File: src/hdl/ivs_pkg.sv
package ivs_pkg;

    localparam int REQ_W      = 32;
    localparam int DIM_W      = 16;
    localparam int PROD_W     = REQ_W + DIM_W;
    localparam int DIFF_W     = REQ_W + 1;
    localparam int OUT_IDX_W  = 4;
    localparam int OUT_CNT_W  = 5;
    localparam int ENTRY_W    = 2 * DIM_W;

    typedef enum logic [1:0] {
        OP_CLEAR  = 2'd0,
        OP_APPEND = 2'd1,
        OP_QUERY  = 2'd2,
        OP_NONE   = 2'd3
    } t_op;

    typedef enum logic [1:0] {
        ST_OK       = 2'd0,
        ST_EMPTY    = 2'd1,
        ST_ZERO_REQ = 2'd2,
        ST_FULL     = 2'd3
    } t_status;

    // Operands of one cross multiplication: a*b is compared against c*d.
    typedef struct packed {
        logic [REQ_W-1:0] a;
        logic [DIM_W-1:0] b;
        logic [REQ_W-1:0] c;
        logic [DIM_W-1:0] d;
    } t_xmul_req;

    typedef struct packed {
        logic lt;
        logic eq;
    } t_cmp;

endpackage

File: src/hdl/ivs_ram.sv
module ivs_ram #(
    parameter int WIDTH = 32,
    parameter int DEPTH = 16,
    localparam int AW = (DEPTH > 1) ? $clog2(DEPTH) : 1
) (
    input  logic             i_clk,
    input  logic             i_we,
    input  logic [AW-1:0]    i_waddr,
    input  logic [WIDTH-1:0] i_wdata,
    input  logic [AW-1:0]    i_raddr,
    output logic [WIDTH-1:0] o_rdata
);

    logic [WIDTH-1:0] r_mem [DEPTH];
    logic [WIDTH-1:0] r_rdata;

    always_ff @(posedge i_clk) begin
        if (i_we) begin
            r_mem[i_waddr] <= i_wdata;
        end
        r_rdata <= r_mem[i_raddr];
    end

    assign o_rdata = r_rdata;

endmodule

File: src/hdl/ivs_xmul.sv
module ivs_xmul (
    input  logic               i_clk,
    input  ivs_pkg::t_xmul_req i_req,
    output ivs_pkg::t_cmp      o_cmp
);

    import ivs_pkg::*;

    logic [PROD_W-1:0] r_p1;
    logic [PROD_W-1:0] r_p2;

    // Both products are registered; o_cmp compares the operands presented in the
    // previous cycle.
    always_ff @(posedge i_clk) begin
        r_p1 <= PROD_W'(i_req.a) * PROD_W'(i_req.b);
        r_p2 <= PROD_W'(i_req.c) * PROD_W'(i_req.d);
    end

    assign o_cmp.lt = (r_p1 < r_p2);
    assign o_cmp.eq = (r_p1 == r_p2);

endmodule

File: src/hdl/image_variant_selector.sv
// Image variant selector.
// Input channel (i_in_valid / o_in_ready) takes one item: an operation code with
// an entry size for an append and a requested size for a query. Output channel
// (o_out_valid / i_out_ready) returns exactly one item per input item: status,
// chosen index and the number of entries held after the item.
// Clear, append, unused codes and rejected queries load the output register one
// cycle after the accept, and the next item can be taken one cycle after that.
// A query loads it once every stored entry has been scanned and the register is
// free: each entry needs a table read, a size compare, and up to three passes
// through the single shared cross multiplier (scale select, best fit against the
// current fit candidate, smallest scale against the current fallback candidate).
// An entry that would need upscaling skips the best fit pass, and one with a zero
// dimension goes no further than its table read.
// The block works on one item at a time; o_in_ready is high only when idle.
// The result sits in an output register, so the block goes idle as soon as the
// register is loaded; if the receiver stalls with a result still held, the next
// item finishes its work and then waits until the register is free.
// After reset the table is empty and no result is pending. Table contents are
// not cleared; only entries below the count are ever read.
module image_variant_selector #(
    parameter int MAX_VARIANTS = 16
) (
    input  logic        i_clk,
    input  logic        i_rst_n,
    input  logic        i_in_valid,
    output logic        o_in_ready,
    input  logic [1:0]  i_operation,
    input  logic [15:0] i_entry_width,
    input  logic [15:0] i_entry_height,
    input  logic [31:0] i_request_width,
    input  logic [31:0] i_request_height,
    output logic        o_out_valid,
    input  logic        i_out_ready,
    output logic [1:0]  o_status,
    output logic [3:0]  o_chosen_index,
    output logic [4:0]  o_entry_count
);

    import ivs_pkg::*;

    localparam int CNT_W = $clog2(MAX_VARIANTS + 1);
    localparam int IDX_W = (MAX_VARIANTS > 1) ? $clog2(MAX_VARIANTS) : 1;

    typedef enum logic [8:0] {
        S_IDLE  = 9'b000000001,
        S_READ  = 9'b000000010,
        S_SEL   = 9'b000000100,
        S_SCALE = 9'b000001000,
        S_FIT   = 9'b000010000,
        S_FITC  = 9'b000100000,
        S_ANY   = 9'b001000000,
        S_ANYC  = 9'b010000000,
        S_FIN   = 9'b100000000
    } t_state;

    t_state r_state, n_state;

    logic [CNT_W-1:0] r_count;
    logic [CNT_W-1:0] r_idx;
    t_status          r_status;
    logic [REQ_W-1:0] r_req_w;
    logic [REQ_W-1:0] r_req_h;

    logic [REQ_W-1:0]  r_sn;
    logic [DIM_W-1:0]  r_sd;
    logic [DIFF_W-1:0] r_diff;

    logic              r_fit_found;
    logic [REQ_W-1:0]  r_fn;
    logic [DIM_W-1:0]  r_fd;
    logic [DIFF_W-1:0] r_fdiff;
    logic [IDX_W-1:0]  r_fidx;

    logic              r_any_found;
    logic [REQ_W-1:0]  r_un;
    logic [DIM_W-1:0]  r_ud;
    logic [DIFF_W-1:0] r_udiff;
    logic [IDX_W-1:0]  r_uidx;

    logic             r_out_valid;
    t_status          r_out_status;
    logic [IDX_W-1:0] r_out_chosen;
    logic [CNT_W-1:0] r_out_count;

    logic             w_accept;
    logic             w_full;
    logic             w_ram_we;
    logic [ENTRY_W-1:0] w_rdata;
    logic [DIM_W-1:0] w_w;
    logic [DIM_W-1:0] w_h;
    logic             w_zero_dim;
    logic [CNT_W-1:0] w_idx_inc;
    logic             w_last;
    logic             w_advance;
    logic             w_out_free;
    logic [REQ_W-1:0] w_ext_w;
    logic [REQ_W-1:0] w_ext_h;
    logic [REQ_W-1:0] w_adw;
    logic [REQ_W-1:0] w_adh;
    logic [DIFF_W-1:0] w_diff;
    logic [REQ_W-1:0] w_sn;
    logic [DIM_W-1:0] w_sd;
    logic             w_fit_ok;
    logic             w_fit_upd;
    logic             w_any_upd;
    t_xmul_req        w_xreq;
    t_cmp             w_cmp;

    assign o_in_ready = (r_state == S_IDLE);
    assign w_accept   = i_in_valid && o_in_ready;
    assign w_full     = (r_count == CNT_W'(MAX_VARIANTS));
    assign w_ram_we   = w_accept && (t_op'(i_operation) == OP_APPEND) && !w_full;
    assign w_out_free = !r_out_valid || i_out_ready;

    ivs_ram #(
        .WIDTH(ENTRY_W),
        .DEPTH(MAX_VARIANTS)
    ) u_table (
        .i_clk   (i_clk),
        .i_we    (w_ram_we),
        .i_waddr (r_count[IDX_W-1:0]),
        .i_wdata ({i_entry_width, i_entry_height}),
        .i_raddr (r_idx[IDX_W-1:0]),
        .o_rdata (w_rdata)
    );

    assign w_w        = w_rdata[ENTRY_W-1:DIM_W];
    assign w_h        = w_rdata[DIM_W-1:0];
    assign w_zero_dim = (w_w == '0) || (w_h == '0);
    assign w_idx_inc  = r_idx + CNT_W'(1);
    assign w_last     = (w_idx_inc == r_count);
    assign w_advance  = ((r_state == S_SEL) && w_zero_dim) || (r_state == S_ANYC);

    assign w_ext_w = REQ_W'(w_w);
    assign w_ext_h = REQ_W'(w_h);
    assign w_adw   = (w_ext_w > r_req_w) ? (w_ext_w - r_req_w) : (r_req_w - w_ext_w);
    assign w_adh   = (w_ext_h > r_req_h) ? (w_ext_h - r_req_h) : (r_req_h - w_ext_h);
    assign w_diff  = DIFF_W'(w_adw) + DIFF_W'(w_adh);

    // The scale is the larger of the two ratios; the products of the
    // select pass say whether the width ratio is at least the height ratio.
    assign w_sn     = w_cmp.lt ? r_req_h : r_req_w;
    assign w_sd     = w_cmp.lt ? w_h : w_w;
    assign w_fit_ok = (w_sn <= REQ_W'(w_sd));

    assign w_fit_upd = !r_fit_found || (!w_cmp.lt && !w_cmp.eq)
                       || (w_cmp.eq && (r_diff < r_fdiff));
    assign w_any_upd = !r_any_found || w_cmp.lt
                       || (w_cmp.eq && (r_diff < r_udiff));

    always_comb begin
        w_xreq.a = r_req_w;
        w_xreq.b = w_h;
        w_xreq.c = r_req_h;
        w_xreq.d = w_w;
        unique case (r_state)
            S_FIT: begin
                w_xreq.a = r_sn;
                w_xreq.b = r_fd;
                w_xreq.c = r_fn;
                w_xreq.d = r_sd;
            end
            S_FITC, S_ANY: begin
                w_xreq.a = r_sn;
                w_xreq.b = r_ud;
                w_xreq.c = r_un;
                w_xreq.d = r_sd;
            end
            default: begin
            end
        endcase
    end

    ivs_xmul u_xmul (
        .i_clk (i_clk),
        .i_req (w_xreq),
        .o_cmp (w_cmp)
    );

    always_comb begin
        n_state = r_state;
        unique case (r_state)
            S_IDLE: begin
                if (w_accept) begin
                    if ((t_op'(i_operation) == OP_QUERY) && (r_count != '0)
                        && (i_request_width != '0) && (i_request_height != '0)) begin
                        n_state = S_READ;
                    end else begin
                        n_state = S_FIN;
                    end
                end
            end
            S_READ:  n_state = S_SEL;
            S_SEL:   n_state = w_zero_dim ? (w_last ? S_FIN : S_READ) : S_SCALE;
            S_SCALE: n_state = w_fit_ok ? S_FIT : S_ANY;
            S_FIT:   n_state = S_FITC;
            S_FITC:  n_state = S_ANYC;
            S_ANY:   n_state = S_ANYC;
            S_ANYC:  n_state = w_last ? S_FIN : S_READ;
            S_FIN:   n_state = w_out_free ? S_IDLE : S_FIN;
            default: n_state = S_IDLE;
        endcase
    end

    always_ff @(posedge i_clk) begin
        if (!i_rst_n) begin
            r_state     <= S_IDLE;
            r_count     <= '0;
            r_idx       <= '0;
            r_fit_found <= 1'b0;
            r_any_found <= 1'b0;
            r_out_valid <= 1'b0;
        end else begin
            r_state <= n_state;
            if (w_accept) begin
                r_idx       <= '0;
                r_fit_found <= 1'b0;
                r_any_found <= 1'b0;
                unique case (t_op'(i_operation))
                    OP_CLEAR:  r_count <= '0;
                    OP_APPEND: begin
                        if (!w_full) begin
                            r_count <= r_count + CNT_W'(1);
                        end
                    end
                    default: begin
                    end
                endcase
            end
            if (w_advance && !w_last) begin
                r_idx <= w_idx_inc;
            end
            if ((r_state == S_FITC) && w_fit_upd) begin
                r_fit_found <= 1'b1;
            end
            if ((r_state == S_ANYC) && w_any_upd) begin
                r_any_found <= 1'b1;
            end
            if ((r_state == S_FIN) && w_out_free) begin
                r_out_valid <= 1'b1;
            end else if (i_out_ready) begin
                r_out_valid <= 1'b0;
            end
        end
    end

    always_ff @(posedge i_clk) begin
        if (w_accept) begin
            r_req_w <= i_request_width;
            r_req_h <= i_request_height;
            r_fidx  <= '0;
            r_uidx  <= '0;
            unique case (t_op'(i_operation))
                OP_APPEND: r_status <= w_full ? ST_FULL : ST_OK;
                OP_QUERY: begin
                    if (r_count == '0) begin
                        r_status <= ST_EMPTY;
                    end else if ((i_request_width == '0) || (i_request_height == '0)) begin
                        r_status <= ST_ZERO_REQ;
                    end else begin
                        r_status <= ST_OK;
                    end
                end
                default: r_status <= ST_OK;
            endcase
        end
        if (r_state == S_SEL) begin
            r_diff <= w_diff;
        end
        if (r_state == S_SCALE) begin
            r_sn <= w_sn;
            r_sd <= w_sd;
        end
        if ((r_state == S_FITC) && w_fit_upd) begin
            r_fn    <= r_sn;
            r_fd    <= r_sd;
            r_fdiff <= r_diff;
            r_fidx  <= r_idx[IDX_W-1:0];
        end
        if ((r_state == S_ANYC) && w_any_upd) begin
            r_un    <= r_sn;
            r_ud    <= r_sd;
            r_udiff <= r_diff;
            r_uidx  <= r_idx[IDX_W-1:0];
        end
        if ((r_state == S_FIN) && w_out_free) begin
            r_out_status <= r_status;
            r_out_chosen <= r_fit_found ? r_fidx : r_uidx;
            r_out_count  <= r_count;
        end
    end

    assign o_out_valid    = r_out_valid;
    assign o_status       = r_out_status;
    assign o_chosen_index = OUT_IDX_W'(r_out_chosen);
    assign o_entry_count  = OUT_CNT_W'(r_out_count);

    a_count_bound: assert property (@(posedge i_clk) disable iff (!i_rst_n)
        r_count <= CNT_W'(MAX_VARIANTS))
        else $error("entry count exceeds table depth");

    a_scan_index: assert property (@(posedge i_clk) disable iff (!i_rst_n)
        (r_state == S_READ || r_state == S_SEL || r_state == S_SCALE
         || r_state == S_FIT || r_state == S_FITC || r_state == S_ANY
         || r_state == S_ANYC) |-> (r_idx < r_count))
        else $error("scan index beyond stored entries");

    a_fit_no_upscale: assert property (@(posedge i_clk) disable iff (!i_rst_n)
        r_fit_found |-> (r_fn <= REQ_W'(r_fd)))
        else $error("fit candidate needs upscaling");

    a_index_only_ok: assert property (@(posedge i_clk) disable iff (!i_rst_n)
        (o_out_valid && (o_chosen_index != '0)) |-> (o_status == ST_OK))
        else $error("nonzero index with error status");

    a_fin_loads: assert property (@(posedge i_clk) disable iff (!i_rst_n)
        ((r_state == S_FIN) && !r_out_valid) |=> o_out_valid)
        else $error("finished item not presented");

endmodule

File: config.mk
export PLATFORM = sky130hd
export DESIGN_NAME = image_variant_selector
export DESIGN_NICKNAME = d
export VERILOG_FILES = /design/src/hdl/ivs_pkg.sv /design/src/hdl/ivs_ram.sv /design/src/hdl/ivs_xmul.sv /design/src/hdl/image_variant_selector.sv
export SDC_FILE = /design/constraint.sdc
export NUM_CORES = 2
export LEC_CHECK = 0
export BUFFER_PORTS_ARGS = -buffer_cell sky130_fd_sc_hd__buf_2
export CAP_MARGIN = 40
export CORE_MARGIN = 3
export CORE_UTILIZATION = 50
export CTS_CLUSTER_DIAMETER = 120
export CTS_CLUSTER_SIZE = 8
export DETAILED_ROUTE_END_ITERATION = 6
export GPL_ROUTABILITY_DRIVEN = 0
export PLACE_DENSITY_LB_ADDON = 0.25
export SLEW_MARGIN = 20
export SYNTH_ARGS = -nofsm -noshare
export SYNTH_HDL_FRONTEND = slang
export SYNTH_HIERARCHICAL = 1
export SYNTH_SLANG_ARGS = --single-unit
export TNS_END_PERCENT = 5
File: constraint.sdc
create_clock -name i_clk -period 15.27 [get_ports i_clk]
set_clock_uncertainty 0.2 [all_clocks]
set_input_delay 1.527 -clock i_clk [delete_from_list [all_inputs] [get_ports i_clk]]
set_output_delay 1.527 -clock i_clk [all_outputs]
set_load 0.01 [all_outputs]
* After elaboration in Yosys (flattened, before gate mapping)
Memories as Yosys holds them, arrays and structs flattened. A register that Yosys moved wholly into a read port is not among the register bits.
Index checks and enable logic that the tools add are counted.
** Cells by class
- $add $sub $neg :: 7
- Multipliers :: 2
- Order comparisons :: 6
- Equality and inequality tests :: 16
- Multiplexer cells :: 31
- Reduce and logical (&&, ||, !) cells :: 45
** Operators with widths (number)
- $pmux W96 S2 :: 1
- $mul A32 B16 Y48 :: 2
- $mux W32 :: 3
- $pmux W9 S8 :: 1
- $lt A33 B33 Y1 :: 2
- $gt A16 B32 Y1 :: 2
- $logic_not A32 Y1 :: 2
- $reduce_bool A32 Y1 :: 2
- $sub A16 B32 Y32 :: 2
- $sub A32 B16 Y32 :: 2
- $eq A48 B48 Y1 :: 1
- $lt A48 B48 Y1 :: 1
- $mux W9 :: 5
- $add A32 B32 Y33 :: 1
- $le A32 B16 Y1 :: 1
- $logic_not A16 Y1 :: 2
- $mux W16 :: 1
- $mux W4 :: 4
- $mux W5 :: 3
- $logic_and A1 B1 Y1 :: 14
- $add A5 B1 Y5 const B :: 2
- $pmux W5 S2 :: 1
- $reduce_bool A2 Y1 :: 5
- $eq A9 B1 Y1 const B :: 1
- other kinds (25) :: 46
** Storage, ports and cells
- Register bits after elaboration :: 446
- Memory bits (writable) :: 512
- Bits of input ports :: 102
- Output and inout port bits :: 13
- Memories kept :: 1
** Memory list
- u_table.r_mem :: depth 16, bits a word 32, read ports 1, clocked after memory_dff 1, wr ports 1, RTL line ivs_ram.sv:14 : logic [WIDTH-1:0] r_mem [DEPTH];

* Depth between registers and ports, before layout
- Depth in word-level cells :: 7
- Mapped depth :: 34
- Mapped depth without buffers :: 28

* Cells and area by module
Netlist, hierarchy kept.
** Modules (own cells, without submodules)
- ivs_xmul :: instances 1, cells each 3988, area each 35425.2 sq um
- image_variant_selector :: instances 1, cells each 2030, area each 21618.2 sq um
- ivs_ram :: instances 1, cells each 838, area each 19835.3 sq um

* Worst setup path before layout
Ideal clock, no wire load.
- Path kind :: reg-to-reg
- Start :: register r_state[3]
- End :: register u_xmul.r_p1[41]
- Library setup time :: 0.115 ns
- Arrival :: 7.743 ns
- Data required time :: 14.955 ns
- Slack :: 7.212 ns
- Stages on the path, launching flop included :: 28
- Period minus slack after synthesis :: 8.058 ns
- Path through :: dfxtp_1 nor4_1 nand2_1 nor3_1 nor2_1 clkbuf_1 clkbuf_1 mux2_2 clkbuf_1 nand2_1 fa_1 fa_1 fa_1 inv_1 fa_1 fa_1 inv_1 fa_1 inv_1 ha_1 a21o_1 a221o_1 a211oi_2 o41ai_4 a31oi_4 nor4_4 or3_1 and2_1
** RTL lines
- from (decl) :: RTL line image_variant_selector.sv:56 : t_state r_state, n_state;
- from (signal assigned) :: RTL line image_variant_selector.sv:214 : r_state <= n_state;
- to (signal assigned) :: RTL line ivs_xmul.sv:15 : r_p1 <= PROD_W'(i_req.a) * PROD_W'(i_req.b);
- to (decl) :: RTL line ivs_xmul.sv:9 : logic [PROD_W-1:0] r_p1;

==> run metrics <==
cell count along the critical path 27; RSZ-0062 raised after global routing no; cell mode on critical path fa_1; Nets 8319; Slew HR 0.327; fillers 12800; Final Hold Viols 0; post-synth net total 8269; violated checks DRC; status complete, but fails checks; P&R area growth vs syn 9.66%; total CTS buffers 141; setup bufs post-CTS 0; Hold-fix buffers, CTS 0; largest stage delay on the critical path 0.86 ns; Clock Latency Late Sink 0.78 ns; crit end category flip-flop; Post-synth EDFFs 840; post-DP HPWL 166000 um; Worst Setup Start Kind flip-flop; # Max-Cap Violations 0; Resized Gates After CTS 0; Worst Tran Pin Value 1.00 ns; Core Box Area 0.152 mm2; FF-to-FF setup slack 5.69 ns; IO Port Bufs 114; TritonCTS clock tree built; vias in the first global route 54900; R2R Path Start r_state[0]$_SDFFE_PN1P_; setup violators final 0; IO Pins 115; GRT Residual Overflow 0; Total GRT Usage 0.292; Synth cell types 102; Top delay family on crit path adder cells; initial antenna violation count 22; via density per instance 5.91; share of cells above drive strength 1 0.0946; Multi-input gate area 0.0434 mm2; Worst Path Required 15.70 ns; syn_area_per_cell 11.2 um2; WL/cell 25.2 um; CTS Buffer Depth 3; hold depth 0; CP max stage cell mux2_2; R2R cell count 27; global-route wire length before repair 344000 um; Async S/R FF share, synth 0; worst-path maximum fanout 46; register area share after synthesis 0.367; crit path kind reg2reg; f_max 0.104 GHz; most frequent cells in the layout inv_1 (1125), nand2_1 (846), fa_1 (841); Final Max Slew Viols 0; Worst R2R End u_xmul/r_p2[42]$_DFF_P_; Arr. time, crit path 10.02 ns; end point of the worst hold path o_status[0]$_DFFE_PP_; Ys Warns 6; Final Routed Wirelength 228000 um; Min-Delay Path Class reg2reg; post-synthesis cell area 0.0769 mm2; row count 143; commonest non-fill, non-tap cell in the layout inv_1; drt pass-1 iters 7; Die Ht 398 um; die width 398 um; CP bufs+invs 5; H-tree depth 4; initial core utilization 0.505; register area 0.0282 mm2; minimum clock period 9.58 ns; DR iter-0 viols 5384; clock root cell clkbuf_16; post-route ant nets 0; Post-route DRC 1; fin crit share 0.628; synthesized flop and latch total 990; total negative slack 0 ns; clock-pin transition on the worst setup and hold timing paths 0.05 ns; routed vias 53500; ys flop type edfxtp_1; clock sink total 990; die area 0.159 mm2; HP Start r_status[0]$_DFFE_PP_; largest net degree at the start of global routing 70; synthesized instance count 6856
## cell usage after synthesis, drive strengths merged, types with 41 or more instances
library cell	instances	area (um2)
a21o	138	1040
a21oi	232	1180
a22oi	81	608
and2	441	2760
buf	49	268
clkbuf	258	970
dfxtp	150	3000
edfxtp	840	25200
fa	841	16800
ha	470	5880
inv	1126	4230
mux2	75	845
mux4	128	2880
nand2	848	3190
nand3	49	245
nand4	60	375
nor2	146	551
nor3	70	350
nor4	50	328
o21ai	155	787
o21bai	41	308
xnor2	109	955
xor2	80	701
## registers in the layout, indices dropped and copies added, names as in the netlist, 2 cells and up
signal and flops:
o_chosen_index 4, o_entry_count 5, o_status 2, r_count 5, r_diff 33, r_fd 16, r_fdiff 33, r_fidx 4
r_fn 32, r_idx 5, r_req_h 32, r_req_w 32, r_sd 16, r_sn 32, r_state 9, r_status 2
r_ud 16, r_udiff 33, r_uidx 4, r_un 32, u_table/o_rdata 32, u_table/r_mem 512, u_xmul/r_p1 48, u_xmul/r_p2 48
## worst register-to-register path, delay by kind of cell, from the launching register on
kind | cells | cell delay (ns)
flip-flops | 1 | 0.42
adder cells (fa/ha/maj) | 7 | 3.38
AND/OR/NAND/NOR | 7 | 1.55
multiplexers | 1 | 0.87
AO/OA/AOI/OAI | 6 | 1.82
buffers and inverters | 5 | 1.11
XOR/XNOR | 1 | 0.13
## metal layers
layer,part of all wire,track usage
met1,0.39,0.384
met2,0.45,0.451
met3,0.10,0.0794
met4,0.054,0.137
met5,0.00039,0
## area by class of cell
cell class	count	share of cell area
antenna	10	0.000297
sequential	990	0.335
multi-input combinational	4432	0.515
timing repair buffer	214	0.0190
clock inverter	15	0.00494
inverter	1127	0.0502
clock buffer	227	0.0458
tap	2030	0.0301
## per-stage QoR
step | setup slack [ns] | hold slack, ns | cell area (um2) | cells | utilization
floorplan | 7.21 | 0.200 | 76900 | 6856 | -
detailed placement | 5.83 | 0.208 | 79800 | 8783 | 0.524
CTS | 5.80 | 0.211 | 84100 | 9025 | 0.552
finish | 5.69 | 0.216 | 84300 | 9045 | 0.554
global placement | 5.79 | 0.205 | 79500 | 8770 | 0.522
global route | 5.34 | 0.224 | 84300 | 9036 | 0.554
## worst max path at each step
| stage | start | endpoint | slack [ns] |
|---|---|---|---|
| floorplan | r_state[3]$_SDFFE_PN0P_ | u_xmul/r_p1[41]$_DFF_P_ | 7.21 |
| global placement | r_state[0]$_SDFFE_PN1P_ | u_xmul/r_p2[42]$_DFF_P_ | 5.79 |
| detailed placement | r_state[0]$_SDFFE_PN1P_ | u_xmul/r_p2[42]$_DFF_P_ | 5.83 |
| CTS | r_state[0]$_SDFFE_PN1P_ | u_xmul/r_p2[42]$_DFF_P_ | 5.80 |
| global route | r_state[0]$_SDFFE_PN1P_ | u_xmul/r_p2[42]$_DFF_P_ | 5.34 |
| finish | r_state[0]$_SDFFE_PN1P_ | u_xmul/r_p2[42]$_DFF_P_ | 5.69 |
## cells by family after synthesis
kind of cell / Yosys count / share of synthesized area
and+or+nand+nor: 1821 / 0.115
xor gates and xnor gates: 189 / 0.0215
muxes: 213 / 0.0498
DFF: 990 / 0.367
adders and majority gates: 1311 / 0.295
AOI/OAI and AO/OA: 898 / 0.0795
buffers and inverters: 1434 / 0.0711
Power is left out: the tool's default activity adds up to more than one toggle a clock period on the data nets, which glitch-free logic cannot reach.
